[src/rtl/core/assert_macros.svh]
// Assertion helpers shared by the RTL.
`ifndef ASSERT_MACROS_SVH
`define ASSERT_MACROS_SVH

// Checked on every rising edge while reset is low.
`define ASSERT_CLK(lbl, clk, rst, prop, msg) \
  lbl: assert property (@(posedge clk) disable iff (rst) prop) else $error(msg);

// Checked on every rising edge, reset included.
`define ASSERT_ALWAYS(lbl, clk, prop, msg) \
  lbl: assert property (@(posedge clk) prop) else $error(msg);

`endif

[src/rtl/core/lgs_pkg.sv]
package lgs_pkg;

  localparam int MAX_STOPS_DEF = 8;

  localparam logic [1:0] OP_CLEAR = 2'd0;
  localparam logic [1:0] OP_ADD   = 2'd1;
  localparam logic [1:0] OP_SHADE = 2'd2;

  localparam logic [1:0] RES_PIXEL   = 2'd0;
  localparam logic [1:0] RES_ADDED   = 2'd1;
  localparam logic [1:0] RES_FULL    = 2'd2;
  localparam logic [1:0] RES_CLEARED = 2'd3;

  localparam logic [1:0] CFG_START_X = 2'd0;
  localparam logic [1:0] CFG_START_Y = 2'd1;
  localparam logic [1:0] CFG_END_X   = 2'd2;
  localparam logic [1:0] CFG_END_Y   = 2'd3;

  typedef enum logic [3:0] {
    ST_IDLE,
    ST_DECODE,
    ST_PROD_LEN,
    ST_PROD_DOT,
    ST_SUM,
    ST_DIV,
    ST_SCAN,
    ST_BLEND_MUL,
    ST_BLEND_DIV,
    ST_DONE
  } lgs_state_t;

  typedef struct packed {
    logic load;
    logic decode;
    logic prod_len;
    logic prod_dot;
    logic sum;
    logic div_step;
    logic scan;
    logic bmul;
    logic bdiv;
    logic out_load;
  } lgs_cmd_t;

  typedef struct packed {
    logic [1:0] op;
    logic       cnt_lt2;
    logic       t_direct;
    logic       div_last;
    logic       scan_end;
    logic       scan_seg;
    logic       bdiv_last;
    logic       out_free;
  } lgs_stat_t;

endpackage

[src/rtl/core/lgs_ctrl.sv]
module lgs_ctrl (
  input  logic             clk,
  input  logic             rst,
  input  logic             s_tvalid,
  output logic             ready,
  output lgs_pkg::lgs_cmd_t cmd,
  input  lgs_pkg::lgs_stat_t stat
);
  import lgs_pkg::*;

  lgs_state_t state, state_next;

  always_ff @(posedge clk) begin
    if (rst) begin
      state <= ST_IDLE;
    end else begin
      state <= state_next;
    end
  end

  always_comb begin
    state_next = state;
    case (state)
      ST_IDLE: begin
        if (s_tvalid) state_next = ST_DECODE;
      end
      ST_DECODE: begin
        case (stat.op)
          OP_CLEAR: state_next = ST_DONE;
          OP_ADD:   state_next = ST_DONE;
          OP_SHADE: state_next = stat.cnt_lt2 ? ST_DONE : ST_PROD_LEN;
          default:  state_next = ST_IDLE;
        endcase
      end
      ST_PROD_LEN:  state_next = ST_PROD_DOT;
      ST_PROD_DOT:  state_next = ST_SUM;
      ST_SUM:       state_next = stat.t_direct ? ST_SCAN : ST_DIV;
      ST_DIV: begin
        if (stat.div_last) state_next = ST_SCAN;
      end
      ST_SCAN: begin
        if (stat.scan_end) state_next = ST_DONE;
        else if (stat.scan_seg) state_next = ST_BLEND_MUL;
      end
      ST_BLEND_MUL: state_next = ST_BLEND_DIV;
      ST_BLEND_DIV: begin
        if (stat.bdiv_last) state_next = ST_DONE;
      end
      ST_DONE: begin
        if (stat.out_free) state_next = ST_IDLE;
      end
      default: state_next = ST_IDLE;
    endcase
  end

  always_comb begin
    cmd   = '0;
    ready = 1'b0;
    case (state)
      ST_IDLE: begin
        ready    = 1'b1;
        cmd.load = s_tvalid;
      end
      ST_DECODE:    cmd.decode   = 1'b1;
      ST_PROD_LEN:  cmd.prod_len = 1'b1;
      ST_PROD_DOT:  cmd.prod_dot = 1'b1;
      ST_SUM:       cmd.sum      = 1'b1;
      ST_DIV:       cmd.div_step = 1'b1;
      ST_SCAN:      cmd.scan     = 1'b1;
      ST_BLEND_MUL: cmd.bmul     = 1'b1;
      ST_BLEND_DIV: cmd.bdiv     = 1'b1;
      ST_DONE:      cmd.out_load = stat.out_free;
      default:      cmd = '0;
    endcase
  end

endmodule

[config.mk]
export PLATFORM = sky130hd
export DESIGN_NAME = lgs_ctrl
export DESIGN_NICKNAME = d
export VERILOG_FILES = /design/src/rtl/core/assert_macros.svh /design/src/rtl/core/lgs_pkg.sv /design/src/rtl/core/lgs_ctrl.sv
export SDC_FILE = /design/constraint.sdc
export NUM_CORES = 1
export LEC_CHECK = 0
export ABC_AREA = 0
export BUFFER_PORTS_ARGS = -buffer_cell sky130_fd_sc_hd__buf_2
export CAP_MARGIN = 0
export CORE_AREA = 2 2 39 41
export CTS_CLUSTER_SIZE = 10
export DETAILED_ROUTE_END_ITERATION = 8
export DIE_AREA = 0 0 41 43
export MAX_ROUTING_LAYER = met4
export PLACE_DENSITY = 0.66
export SYNTH_ARGS = -nofsm -noshare
export SYNTH_HDL_FRONTEND = slang
export SYNTH_SLANG_ARGS = --single-unit
[constraint.sdc]
create_clock -name clk -period 4.5 [get_ports clk]
set_input_delay 0.225 -clock clk [delete_from_list [all_inputs] [get_ports clk]]
set_output_delay 0.225 -clock clk [all_outputs]
set_load 0.005 [all_outputs]
==> summary.md, run 1 <==
| Metric | Value |
|---|---|
| Crit end category | `register` |
| Max-slew violations | `0` |
| CP max FO | `14` |
| RR Endpoint | `state[1]` |
| Die Wd | `about 40 microns` |
| Worst setup SP type | `register` |
| Clk_skew | `between 0.005 and 0.006 ns` |
| Yosys Warn Count | `0` |
| TritonCTS Buffers | `3` |
| DRT Pass-1 Iters | `2` |
| Fmax | `551 MHz` |
| WL final | `1.11 mm` |
| Synthesized Nets | `70` |
| Synthesis-to-finish area growth | `29.8%` |
| Site row count | `14` |
| Synthesized area | `about 420 sq um` |
| Ys async rst share | `0%` |
| Top-Level Pins | `23` |
| Die Ht | `roughly 43 microns` |
| Leading area contributor after synthesis | `dfxtp_1` |
| Reg2reg setup slack | `~2.7 ns` |
| Syn avg cell area | `between 7 and 8 sq um` |
| Clock-pin slew on the worst setup and hold paths | `0.04 ns` |
| H-tree Lvls | `1` |
| Clk_lat worst skew | `roughly 0.23 ns` |
| Lkg Pwr | `around 0.00026 uW` |
| Final nets | `between 90 and 100` |
| Core area | `0.00138 sq mm` |
| Tot Pwr | `214 uW` |
| Post-synthesis mux area share | `0%` |
| CP startpoint | `state[2]` |
| Initial antenna violation count | `0` |
| Largest net degree at the start of global routing | `15` |
| Most common cell in the netlist | `nor2_1` |
| Vias/cell | `between 5 and 6` |
| Antenna Cells | `0` |
| Synth cell count leaders | `7 x nor2_1, 5 x nor3_1, 4 x dfxtp_1, 4 x nand2b_1` |
| CTS Hold Bufs | `0` |
| # port buffers | `22` |
| Clock buffer depth | `2` |
| Biggest regs | `state: 4 flops` |
| Ratio of cells with drive above 1 in the final layout | `a little under two fifths` |
| Fin crit period | `~1.8 ns` |
| Most flops, register | `state` |
| DR DRC count | `0` |
| Starting Density | `a little under a third` |
| CTS tree | `yes` |
| Hold Vio Cnt, Final | `0` |
| CP Data Required Time | `about 4.6 ns` |
| Fill count | `149` |
| Adder-cell share of the synthesized area | `0%` |
| Critical Path AT | `between 1.5 and 2 ns` |
| Status | `complete, no violations` |
| Tightest Pin Transition | `0.472 ns` |
| Area share of the largest cell type after synthesis | `19.0%` |
| Final setup fails | `0` |
| RePlAce Congestion | `around 0.8` |
| Worst Setup EP | `state[1]` |
| CTS Root Cell | `clkbuf_4` |
| Post-synth cell types | `29` |
| WS Path Type | `reg -> reg` |
| Synth Area in Simple Gates | `between 40 and 50%` |
| GR Overflow Total | `0` |
| Number of flip-flops in the largest register | `4` |
| Power Dens Cells | `~400 mW/mm^2` |
| Compound-gate portion of the synthesized area | `between 30% and 40%` |
| Post-CTS Repair Setup Buffers | `0` |
| Post-Synthesis Cells | `between 50 and 60` |
| RR Startpoint | `state[2]` |
| Drt initial violations | `6` |
| Peak supply drop | `around 0.11 mV` |
| Largest family of logic cells by synthesized area | `simple AND/OR/NAND/NOR gates` |
| Hold Path Class | `in -> reg` |
| Routed wire per std cell | `between 10 and 15 microns` |
| Synth Register Bits | `4` |
| Slew HR | `between 60% and 70%` |
| Clock Sinks | `4` |
| Post-synth EDFFs | `0` |
| Max_cap viols | `0` |
| Post-cts resize count | `0` |
| Vias | `roughly 500` |
| Xor-xnor portion of the synthesized cell area | `0%` |
| Vias in the first global route | `approximately 410` |
| Final Cycle Share | `around 40%` |
| RSZ-0062 raised after global routing | `false` |
| Die area | `around 0.0018 sq mm` |
| Final antenna-violating net count | `0` |
| Largest cells by area after synthesis | `dfxtp_1 19%, nor2_1 6.3%, nand2b_1 6.0%` |
| Post-DP HPWL | `872 microns` |
| First-pass GRT wire length | `around 1.7 mm` |
| Ys flop type | `dfxtp_1` |
| Seq/Total Area, Yosys | `between 10% and 20%` |
| R2r worst-path depth | `4` |
| TNS Setup | `0 ns` |
| Total track usage | `13.7%` |
==> area by class of cell <==
type	instances	area [sq um]	share of cell area [%]
multi-input cells	47	302	55.3
repair buffers	22	110	20.2
well taps	16	20.0	3.67
flip-flops and latches	4	80.1	14.7
clock buffers	3	22.5	4.13
inverters	3	11.3	2.06
==> cells in the final DEF (no fill, tap or decap), drive strengths merged <==
| cell | instances |
|---|---|
| nor4 | 3 |
| a21oi | 2 |
| o21bai | 1 |
| a21boi | 2 |
| a211o | 1 |
| nor3b | 2 |
| a22oi | 1 |
| o21ai | 3 |
| a31oi | 1 |
| nand2 | 2 |
| or4 | 1 |
| clkbuf | 3 |
| nor2 | 7 |
| a311oi | 2 |
| a211oi | 2 |
| nor3 | 5 |
| dfxtp | 4 |
| buf | 22 |
| inv | 3 |
| and2 | 1 |
| nor2b | 1 |
| and3 | 1 |
| nand3 | 2 |
| a21o | 1 |
| o2111a | 1 |
| nand2b | 4 |
| or4b | 1 |
==> routing by layer <==
metal  wire, microns  vias up  track usage (%)
met5               0        -                -
met4               0        0             4.00
met3              90        0             2.09
met2             506       19             18.8
met1             513      216             20.3
li1                -      262                -
==> through the flow <==
| step | std cells | hold slack [ns] | util, % | worst slack [ns] | area [sq um] |
|---|---|---|---|---|---|
| after floorplan | 58 | 0.294 | - | 3.04 | 420 |
| after CTS | 95 | 0.200 | 39.4 | 2.70 | 546 |
| final | 95 | 0.205 | 39.4 | 2.68 | 546 |
| after global placement | 92 | 0.441 | 37.8 | 2.79 | 523 |
| after detailed placement | 92 | 0.441 | 37.8 | 2.72 | 523 |
| after global routing | 95 | 0.217 | 39.4 | 2.55 | 546 |
==> worst max-delay path, stage by stage, from the launching register on <==
cell,delay (ns)
dfxtp_1,0.59
nand2b_1,0.21
or4_4,0.54
a21boi_1,0.15
a311oi_1,0.24
==> how the worst min path moves through the flow <==
stage / start / slack (ns) / to / depth (start not counted)
final: rst / 0.20 / state[0] / 2
after global routing: rst / 0.22 / state[3] / 2
after CTS: rst / 0.20 / state[2] / 2
after detailed placement: rst / 0.44 / state[2] / 2
after floorplan: rst / 0.29 / state[2] / 1
after global placement: rst / 0.44 / state[2] / 2
==> power breakdown <==
| group | total (uW) | internal (uW) | switching [uW] |
|---|---|---|---|
| Clock | 45.2 | 29.9 | 15.3 |
| Combinational | 102 | 54.3 | 47.4 |
| Sequential | 67.2 | 43.0 | 24.2 |
| Total | 214 | 127 | 86.9 |
==> cell families after synthesis <==
kind of cell / after synthesis
AOI/OAI and AO/OA: 17
buffers and inverters: 7
DFF: 4
and+or+nand+nor: 30
(Power assumes the default switching activity.)
==> inputs of run 2 (changes only) <==
--- a/config.mk
+++ b/config.mk
@@ -5,7 +5,7 @@
 export SDC_FILE = /design/constraint.sdc
 export NUM_CORES = 1
 export LEC_CHECK = 0
-export ABC_AREA = 0
+export ABC_AREA = 1
 export BUFFER_PORTS_ARGS = -buffer_cell sky130_fd_sc_hd__buf_2
 export CAP_MARGIN = 0
 export CORE_AREA = 2 2 39 41
@@ -13,7 +13,7 @@
 export DETAILED_ROUTE_END_ITERATION = 8
 export DIE_AREA = 0 0 41 43
 export MAX_ROUTING_LAYER = met4
-export PLACE_DENSITY = 0.66
+export PLACE_DENSITY = 0.65
 export SYNTH_ARGS = -nofsm -noshare
 export SYNTH_HDL_FRONTEND = slang
 export SYNTH_SLANG_ARGS = --single-unit
==> constraint.sdc (replaced) <==
create_clock -name clk -period 1.6 [get_ports clk]
set_input_delay 0.08 -clock clk [delete_from_list [all_inputs] [get_ports clk]]
set_output_delay 0.08 -clock clk [all_outputs]
set_load 0.005 [all_outputs]
==> run 2 against run 1 <==
Synthesized cell count is 29% higher. Clock power rose to 2.7 times the previous value. Register-to-register slack got worse by 2.3 ns. Synthesized area down 8.6%. Die area is the same. Sequential cell count is the same. Core utilization fell by 0.63 points. Via count is 6.2% higher. Sequential power grew 85%. Total power up 96%. Critical endpoint is now cmd[6]. Largest power group unchanged.
==> summary.md, run 2 <==
| Metric | Value |
|---|---|
| CP Data Required Time | `1.52 ns (was 4.64 ns)` |
| Post-CTS Repair Setup Buffers | `0 (unchanged)` |
| Synthesis-to-finish area growth | `39.7% (was 29.8%)` |
| Post-cts resize count | `0 (unchanged)` |
| Worst setup margin | `0.295 ns (was 2.68 ns)` |
| Antenna Cells | `0 (unchanged)` |
| FF/Latch Area | `80.1 sq um (unchanged)` |
| Tightest Pin Transition | `0.409 ns (was 0.472 ns)` |
| Final Cycle Share | `about four fifths` |
| Critical-path cell list | `inv_1 -> nor4_1 -> buf_2 (was nand2b_1 -> or4_4 -> a21boi_1 -> a311oi_1)` |
| Placed Instances | `113 (was 92)` |
| CP max FO | `5 (was 14)` |
| Power Dens Cells | `783 mW/mm^2 (was 392 mW/mm^2)` |
| WL final | `1.09 mm (was 1.11 mm)` |
| Die Ht | `43 microns (unchanged)` |
| CTS Hold Bufs | `0 (unchanged)` |
| Critical Path Max Stage Delay | `0.38 ns (was 0.59 ns)` |
| Post-DP HPWL | `938 microns (was 872 microns)` |
| Area share of the largest cell type after synthesis | `20.8% (was 19.0%)` |
| DP Worst Slack | `0.349 ns (was 2.72 ns)` |
| Number of flip-flops in the largest register | `4 (unchanged)` |
| CTS Root Cell | `clkbuf_4 (unchanged)` |
| Lkg Pwr | `0.000335 uW (was 0.000257 uW)` |
| Slowest cell on crit path | `nor4_1 (was dfxtp_1)` |
| RR Startpoint | `state[0] (was state[2])` |
| Final core area utilization | `38.8% (was 39.4%)` |
| # port buffers | `22 (unchanged)` |
| Top-Level Pins | `23 (unchanged)` |
| Hold slack | `0.0445 ns (was 0.205 ns)` |
| Synth Register Bits | `4 (unchanged)` |
| Largest cells by area after synthesis | `dfxtp_1 21%, nand2_1 19%, inv_1 17% (was dfxtp_1 19%, nor2_1 6.3%, nand2b_1 6.0%)` |
| Buffers and inverters on the worst path | `2 (was 0)` |
| Clock Sinks | `4 (unchanged)` |
| Largest net degree at the start of global routing | `6 (was 15)` |
| Vias in the first global route | `463 (was 407)` |
| Crit end category | `output pin (was register)` |
| Final setup fails | `0 (unchanged)` |
| CTS tree | `yes (unchanged)` |
| Slew HR | `72.5% (was 68.5%)` |
| Ys async rst share | `0% (unchanged)` |
| Final antenna-violating net count | `0 (unchanged)` |
| Yosys Warn Count | `0 (unchanged)` |
| Hold path start | `rst (unchanged)` |
| Post-synth cell types | `15 (was 29)` |
| Site row count | `14 (unchanged)` |
| Max-slew violations | `0 (unchanged)` |
| TritonCTS Buffers | `3 (unchanged)` |
| R2r worst-path depth | `8 (was 4)` |
| Fill count | `177 (was 149)` |
| Final Non-Filler Cells | `116 (was 95)` |
| Clock-pin slew on the worst setup and hold paths | `0.04 ns (about the same)` |
| Die area | `0.00176 sq mm (unchanged)` |
| Initial antenna violation count | `0 (unchanged)` |
| Commonest non-fill, non-tap cell in the layout | `buf_2 (unchanged)` |
| Synth cell count leaders | `19 x nand2_1, 17 x inv_1, 13 x nor2_1, 6 x nand3_1 (was 7 x nor2_1, 5 x nor3_1, 4 x dfxtp_1, 4 x nand2b_1)` |
| Post-synth EDFFs | `0 (unchanged)` |
| Clk_lat worst skew | `0.23 ns (about the same)` |
| Worst setup SP type | `register (unchanged)` |
| Hold Path Class | `in -> reg (unchanged)` |
| Area of the multi-input gates | `236 sq um (was 302 sq um)` |
| RSZ-0062 raised after global routing | `false (unchanged)` |
| Synthesized area | `384 sq um (was 420 sq um)` |
| Critical Path AT | `1.23 ns (was 1.95 ns)` |
| Routed wire per std cell | `9.41 microns (was 11.7 microns)` |
| RR Endpoint | `state[3] (was state[1])` |
| Fmax | `around 770 MHz` |
| Core area | `0.00138 sq mm (unchanged)` |
| TNS Setup | `0 ns (unchanged)` |
| Most common cell in the netlist | `nand2_1 (was nor2_1)` |
| Vias | `528 (was 497)` |
| Clk_skew | `0.00691 ns (was 0.00559 ns)` |
| Drt initial violations | `15 (was 6)` |
| Top delay family on crit path | `simple AND/OR/NAND/NOR gates (unchanged)` |
| RePlAce Congestion | `0.873 (was 0.788)` |
| Status | `complete, no violations (unchanged)` |
| Post-Synthesis Cells | `75 (was 58)` |
| Ratio of cells with drive above 1 in the final layout | `30.0% (was 36.7%)` |
| Hold depth | `2 (unchanged)` |
| Ys flop type | `dfxtp_1 (unchanged)` |
| Most flops, register | `state (unchanged)` |
| Reg2reg setup slack | `0.34 ns (was 2.68 ns)` |
| Starting Density | `27.8% (was 30.4%)` |
| Hold Vio Cnt, Final | `0 (unchanged)` |
| DR DRC count | `0 (unchanged)` |
| Syn avg cell area | `5.12 sq um (was 7.25 sq um)` |
| Leading area contributor after synthesis | `dfxtp_1 (unchanged)` |
| Peak supply drop | `0.364 mV (was 0.109 mV)` |
| WS Path Type | `reg -> out (was reg -> reg)` |
| Hold EP | `state[1] (was state[0])` |
| Seq/Total Area, Yosys | `20.8% (was 19.0%)` |
| Synthesized Nets | `87 (was 70)` |
| Clock buffer depth | `2 (unchanged)` |
| First-pass GRT wire length | `1.77 mm (was 1.71 mm)` |
| H-tree Lvls | `1 (unchanged)` |
| Biggest regs | `state: 4 flops (unchanged)` |
| Total track usage | `14.8% (was 13.7%)` |
| Commonest cells after routing, fill and taps aside | `22 x buf_2, 19 x nand2_1, 17 x inv_1 (was 22 x buf_2, 7 x nor2_1, 5 x nor3_1)` |
| DRT Pass-1 Iters | `4 (was 2)` |
| Final nets | `114 (was 93)` |
| Vias/cell | `4.55 (was 5.23)` |
| Fin crit period | `1.31 ns` |
| Die Wd | `41 microns (unchanged)` |
| Max_cap viols | `0 (unchanged)` |
| GR Overflow Total | `0 (unchanged)` |
## run 2: cell count changes in the layout (fill, tap and decap cells not counted), moves of 3 or more
cell      before  now
nand3_1        2    6
nand2b_1       4    0
nor2_1         7   13
inv_1          3   17
nor2_2         0    3
nand2_1        2   19
nor3_1         5    1
## run 2: metrics by stage
stage | area, sq um | total power (uW)
floorplan | 384 | 233
global route | 537 | 465
CTS | 537 | 430
detailed placement | 514 | 298
global placement | 514 | 296
finish | 537 | 420
## run 2: area by class of cell
| class | count | area share [%] |
|---|---|---|
| Clock buffer | 3 | 4.20 |
| Inverter | 18 | 12.6 |
| Multi-Input combinational cell | 53 | 44.1 |
| Sequential cell | 4 | 14.9 |
| Tap cell | 16 | 3.73 |
| Timing Repair Buffer | 22 | 20.5 |
## run 2: how the worst max path moves through the flow
stage                         from        to  slack (ns)  depth (start not counted)
after detailed placement  state[0]  state[3]        0.35                          8
after global placement    state[1]  state[1]        0.37                          8
after CTS                 state[0]    cmd[6]        0.30                          3
after global routing      state[1]  state[1]        0.20                          8
final                     state[0]    cmd[6]        0.29                          3
after floorplan           state[1]  state[1]        0.48                          8
## run 2: worst reg2reg max path: cells and delay by family, from the launching register on
family	cells	cell delay, ns
AOI/OAI and AO/OA	1	0.12
buffers and inverters	2	0.17
DFF	1	0.33
and+or+nand+nor	5	0.57
## run 2: logic make-up (layout without fill, tap and decap cells)
logic type / count (synthesis) / after routing / synth area share [%]
and+or+nand+nor: 47 / 47 / 53.7
DFF: 4 / 4 / 20.8
AOI/OAI and AO/OA: 6 / 6 / 7.82
buffers and inverters: 18 / 43 / 17.6
## run 2: power breakdown
group / switching, uW / leakage [uW] / internal, uW
Combinational: 105 / 0.000289 / 67.6
Clock: 40.2 / 0.0000138 / 83.8
Sequential: 11.8 / 0.0000326 / 112
Total: 157 / 0.000335 / 263
## run 2: routing by layer
| layer | vias to the layer above | wire length [microns] | track usage, % |
|---|---|---|---|
| met5 | - | 0 | - |
| met4 | 0 | 0 | 6.00 |
| met3 | 0 | 63 | 4.71 |
| met2 | 22 | 541 | 22.2 |
| met1 | 225 | 486 | 17.8 |
| li1 | 281 | - | - |
